### config.mk
export PLATFORM = sky130hd
export DESIGN_NAME = pket_ram
export DESIGN_NICKNAME = d
export VERILOG_FILES = /design/src/hw/rtl/pket_ram.sv
export SDC_FILE = /design/constraint.sdc
export NUM_CORES = 2
export LEC_CHECK = 0
export BUFFER_PORTS_ARGS = -buffer_cell sky130_fd_sc_hd__clkbuf_2
export CAP_MARGIN = 0
export CORE_AREA = 5 5 513 312
export DETAILED_ROUTE_END_ITERATION = 8
export DIE_AREA = 0 0 518 317
export GPL_TIMING_DRIVEN = 1
export PLACE_DENSITY = 0.77
export SLEW_MARGIN = 30
export SYNTH_ARGS = -nofsm -noshare
export SYNTH_HDL_FRONTEND = slang
export SYNTH_SLANG_ARGS = --single-unit
### constraint.sdc
create_clock -name clk_i -period 4.7 [get_ports clk_i]
set_input_delay 0.94 -clock clk_i [delete_from_list [all_inputs] [get_ports clk_i]]
set_output_delay 0.94 -clock clk_i [all_outputs]
set_load 0.05 [all_outputs]
### src/hw/rtl/pket_ram.sv
module pket_ram #(
  parameter int Width = 32,
  parameter int Depth = 64,
  localparam int Aw = (Depth > 1) ? $clog2(Depth) : 1
) (
  input  logic             clk_i,
  input  logic             we_i,
  input  logic [Aw-1:0]    waddr_i,
  input  logic [Width-1:0] wdata_i,
  input  logic [Aw-1:0]    raddr_i,
  output logic [Width-1:0] rdata_o
);
  logic [Width-1:0] mem_q [Depth];

  always_ff @(posedge clk_i) begin
    if (we_i) mem_q[waddr_i] <= wdata_i;
    rdata_o <= mem_q[raddr_i];
  end
endmodule

-- Yosys cells after proc, flatten, opt, wreduce, memory -nomap -nowiden
Memory sizes are Yosys's and may differ from the RTL's. A register that Yosys moved wholly into a read port is not among the register bits.
Index checks and enable logic that the tools add are counted.
- flip-flop bits (word level): 0
- memory bits (writable): 2048
- input port bits: 46
- output and inout bits: 32
- word-level logic and storage cells: 3
- memories: 1
- memories (memory ; depth ; bits a word ; read ports ; clocked after memory_dff ; write ports ; line ; source):
    mem_q ; 64 ; 32 ; 1 ; 1 ; 1 ; 13 ; logic [Width-1:0] mem_q [Depth];
- muxes and demuxes: 2
- operator list (operator ; number):
    2-to-1 mux 1 bit ; 2

-- Depth between registers and ports, before layout
- depth in word-level cells: 2
- depth in mapped cells: 10

-- Least setup slack after synthesis
Ideal clock, no wire load.
- kind: input -> register
- start point: in waddr_i[3]
- end point: mem mem_q[48][0], enable pin
- arrival time: 3.639 ns
- data required time: 4.239 ns
- path slack: 0.600 ns
- stages on the path: 4
- buffers on the path: 1
- cells stage by stage: clkbuf_1 -> nor2b_1 -> nand4b_1 -> nor3_1
- RTL lines (what ; line ; source):
    start, declared ; 8 ; input logic [Aw-1:0] waddr_i,
    end, declared ; 13 ;
Straight into the memory's write port.

==> impl.org <==
** Synthesis
- Summed over its instances, the top area cell type makes up 78.33% of the synthesized netlist area.
- Number of instances in the synthesized netlist :: 3324
- Yosys attributes the largest share of cell area to sky130_fd_sc_hd__edfxtp_1 (78%), sky130_fd_sc_hd__mux4_2 (16%), sky130_fd_sc_hd__mux2i_1 (1.2%), sky130_fd_sc_hd__dfxtp_1 (0.82%), sky130_fd_sc_hd__o22ai_1 (0.67%).
- In this run, synthesis produced a sequential element count of between 2000 and 2500.
- The synthesized netlist contains 34 unique library cells.
- The largest total area in the synthesized netlist belongs to sky130_fd_sc_hd__edfxtp_1.
- Sequential share of the synthesized area :: around four fifths
- Count of flip-flops with a built-in enable after synthesis :: around 2000
- The cell area that synthesis handed to floorplanning was just under 80000 um2.
- Predominant post-synthesis flop cell :: sky130_fd_sc_hd__edfxtp_1
- Of all flip-flops after synthesis, the portion carrying an async set or reset was 0%.
- When the netlist entered floorplanning its net count stood at about 3400.
- Avg Inst Size Synth :: 23.62 um2
- Yosys printed 0 warnings.

** Power
- Switching portion of total power :: 22.05%
- Worst-case vdd ir drop :: roughly 360 uV
- The internal power of the cells totals approximately 29000 uW.
- Static Leak :: 0.02745 uW
- The clock network accounts for between 30% and 40% of the total power.
- Switching power summed over all nets :: just over 8000 uW
- In this run, flip-flops and latches consume about 56% of the power.
- Total Power :: ~37000 uW
- Power per unit of standard cell area :: 416.7 nW/um2
- Combinational cells account for between 6 and 7% of the total power.

** Clock tree
- Number of buffers inserted to repair setup after CTS :: 0
- Post-CTS repair changed the size of 0 cells.
- Bufs on Longest Clock Path :: 3
- TritonCTS built the clock tree.
- For this design, the CTS-stage hold fixing added 0 buffers.
- Counting the buffers created by CTS gives about 170.
- Source-to-sink clock delay at the later pin of the worst-skew pair :: ~0.81 ns
- Clock-pin slew was measured on the worst setup and hold paths at roughly 0.06 ns.
- CTS Root Buffer Type :: sky130_fd_sc_hd__clkbuf_16
- H-Tree Level Count :: 4
- Number of clock sinks seen by CTS :: ~2100

** Timing
- After routing, the total negative slack on setup checks comes to 0 ns.
- Number of setup violations in the final report :: 0
- Hold slack :: approximately 0.47 ns
- After layout, the worst path uses between 60% and 70% of the clock period.
- Highest clock frequency the design can meet :: approximately 320 MHz
- Clock skew :: about 0.033 ns
- The routed design could run at a clock period as short as about 3.1 ns.
- At the pin with the least slew margin, the transition time is between 1 and 1.5 ns.
- Worst slew margin relative to its limit :: between 30% and 40%
- Setup repair after global routing left no endpoint under its margin.
- The number of pins with negative max-slew slack in the final report is 0.
- Total count of hold-check failures in the final report :: 0

** Route
- Routed length per placed instance :: roughly 36 um
- After detailed routing, the total wire length is between 200 and 250 mm.
- Number of nets with antenna violations after routing :: 0
- Via-per-instance ratio :: 6.656
- Number of DRC markers after the initial detailed-route iteration :: around 7000
- 1st-pass router iterations :: 6
- Drt drc :: 0
- Across all layers, the routed design uses between 30000 and 40000 vias.

** Job
- Across the run, the number of max-cap violations was 0.

** GRT
- Initial antenna violation count :: 8
- Across every metal layer, demand over resource in global routing totals between 20% and 30%.
- Global routing finished with a remaining overflow of 0.
- Via count of the first global-routing pass :: approximately 38000
- The first global-routing pass estimated roughly 290 mm of wire.
- Largest net degree at the start of global routing :: between 60 and 70

** Setup path
- Walking the worst path, the cells encountered are buf_8, buf_12, mux4_2, mux2i_1, nand3b_1, a31oi_1, nor2_1.
- The cell family contributing the most delay on the critical path is multiplexers.
- Req. time, crit path :: about 5.4 ns
- Worst path bufs/invs :: 2
- Worst Setup Start Kind :: input port
- Worst setup path category :: in2reg
- Critical path capture point type :: flip-flop
- For this run, the slowest stage of the critical path takes approximately 0.60 ns.
- For the worst setup path, the data arrival time is 3.79 ns.
- Of all nets on the critical path, the largest fanout is 55.
- The largest individual stage delay along the critical path comes from the cell sky130_fd_sc_hd__mux4_2.

** Die
- The floorplan step defined a core boundary enclosing about 150000 um2.
- Chip Width :: ~520 um
- Number of rows in the core area :: about 110
- Height of the die :: ~320 um
- The initial utilization of the core area, before any placement, comes to approximately 51%.
- 78 I/O pins were placed.
- The floorplan step defined a die boundary enclosing about 160000 um2.

** Final layout
- The area growth from synthesis to layout is 12.55%.
- Ratio of cells with drive above 1 in the final layout :: 30.33%
- The net count of the finished layout is 3652.
- The filler cells instantiated in the layout total 10692.
- Final std cell area, no fill :: 88370 um2

** Place
- In this run the tool buffered the top-level ports with a little under 80 buffer cells.
- Total cell area at the placement stage :: about 83000 um2
- At the end of routability-driven placement, the weighted congestion stood at approximately 0.86.
- Detailed placement ended at an HPWL of 121.7 mm.

** Run status
- Status :: completed

** Hold path
- In this run the worst hold path is classified as in2reg.
-- layout by cell type (no fill, tap or decap), types with 12 or more instances in the layout --
master	synthesis	layout
sky130_fd_sc_hd__edfxtp_1	2048	2048
sky130_fd_sc_hd__nor2b_1	15	15
sky130_fd_sc_hd__clkinv_1	0	25
sky130_fd_sc_hd__nor2_1	137	75
sky130_fd_sc_hd__dfxtp_1	32	32
sky130_fd_sc_hd__nand2_1	26	26
sky130_fd_sc_hd__buf_12	0	24
sky130_fd_sc_hd__buf_4	25	189
sky130_fd_sc_hd__a22oi_1	12	12
sky130_fd_sc_hd__o22ai_1	84	84
sky130_fd_sc_hd__nor2_4	0	62
sky130_fd_sc_hd__a21oi_1	62	59
sky130_fd_sc_hd__mux4_2	544	544
sky130_fd_sc_hd__o221ai_1	27	27
sky130_fd_sc_hd__clkbuf_2	0	72
sky130_fd_sc_hd__clkbuf_1	74	62
sky130_fd_sc_hd__clkbuf_16	0	177
sky130_fd_sc_hd__clkinv_2	0	23
sky130_fd_sc_hd__mux2i_1	93	93
-- flip-flops by register name, summed over array words and instances, names as in the netlist --
name,count
mem_q,2048
rdata_o,32
-- cell type report --
cell class                      instances  area (um2)  area share [%]
Antenna cell                            7       17.52         0.01982
Clock buffer                          246        4758           5.385
Clock inverter                         67       545.5          0.6173
Multi-Input combinational cell       1062       16000           18.11
Sequential cell                      2080       62140           70.32
Tap cell                             2052        2567           2.905
Timing Repair Buffer                  290        2340           2.648
-- per-stage QoR --
stage	std cells	worst slack [ns]	utilization (%)
finish	5804	1.574	57.12
global route	5802	1.471	57.12
CTS	5796	1.670	57.08
detailed placement	5483	0.8310	53.65
global placement	5482	0.7140	53.63
floorplan	3324	0.6002	-
-- routing by layer --
layer / wire, um / GRT usage (%) / vias to the layer above
li1: - / - / 14801
met1: 77290 / 37.41 / 20396
met4: 6193 / 7.806 / 4
met2: 90010 / 35.54 / 3091
met5: 317 / 1.294 / -
met3: 36110 / 10.92 / 338
-- worst paths after layout --
check                      end  cells after the start  slack [ns]           from
hold reg to reg    rdata_o[20]                      4        0.76  mem_q[28][20]
hold / removal    mem_q[37][1]                      1        0.47     wdata_i[1]
setup reg to reg   rdata_o[18]                      5        2.42  mem_q[54][18]
setup / recovery   rdata_o[18]                      7        1.57     raddr_i[0]
-- synth_stat cells, drive strengths merged (7+ instances only) --
cell type  count
edfxtp      2048
mux4         544
nor2         137
buf          108
mux2i         93
o22ai         84
clkbuf        74
a21oi         62
dfxtp         32
o221ai        27
nand2         26
nor2b         15
a22oi         12
a311oi         8
nand2b         8
nor3           7
-- power groups by stage --
stage | clock [uW] | sequential (uW) | combinational (uW)
floorplan | 0 | 21100 | 999
global placement | 0 | 21000 | 2130
detailed placement | 0 | 21000 | 2170
CTS | 14100 | 20600 | 2190
global route | 14900 | 20600 | 2320
finish | 13900 | 20600 | 2240
-- cells by family (layout without fill, tap and decap cells) --
group / count (synthesis) / after routing / synth area share [%]
buffers and inverters: 182 / 603 / 1.128
other: 0 / 7 / 0
flip-flops: 2080 / 2080 / 79.14
multiplexers: 637 / 637 / 16.79
AO/OA/AOI/OAI: 202 / 202 / 1.673
AND/OR/NAND/NOR: 223 / 223 / 1.265
Note: power is estimated with default switching activity, not from simulation.
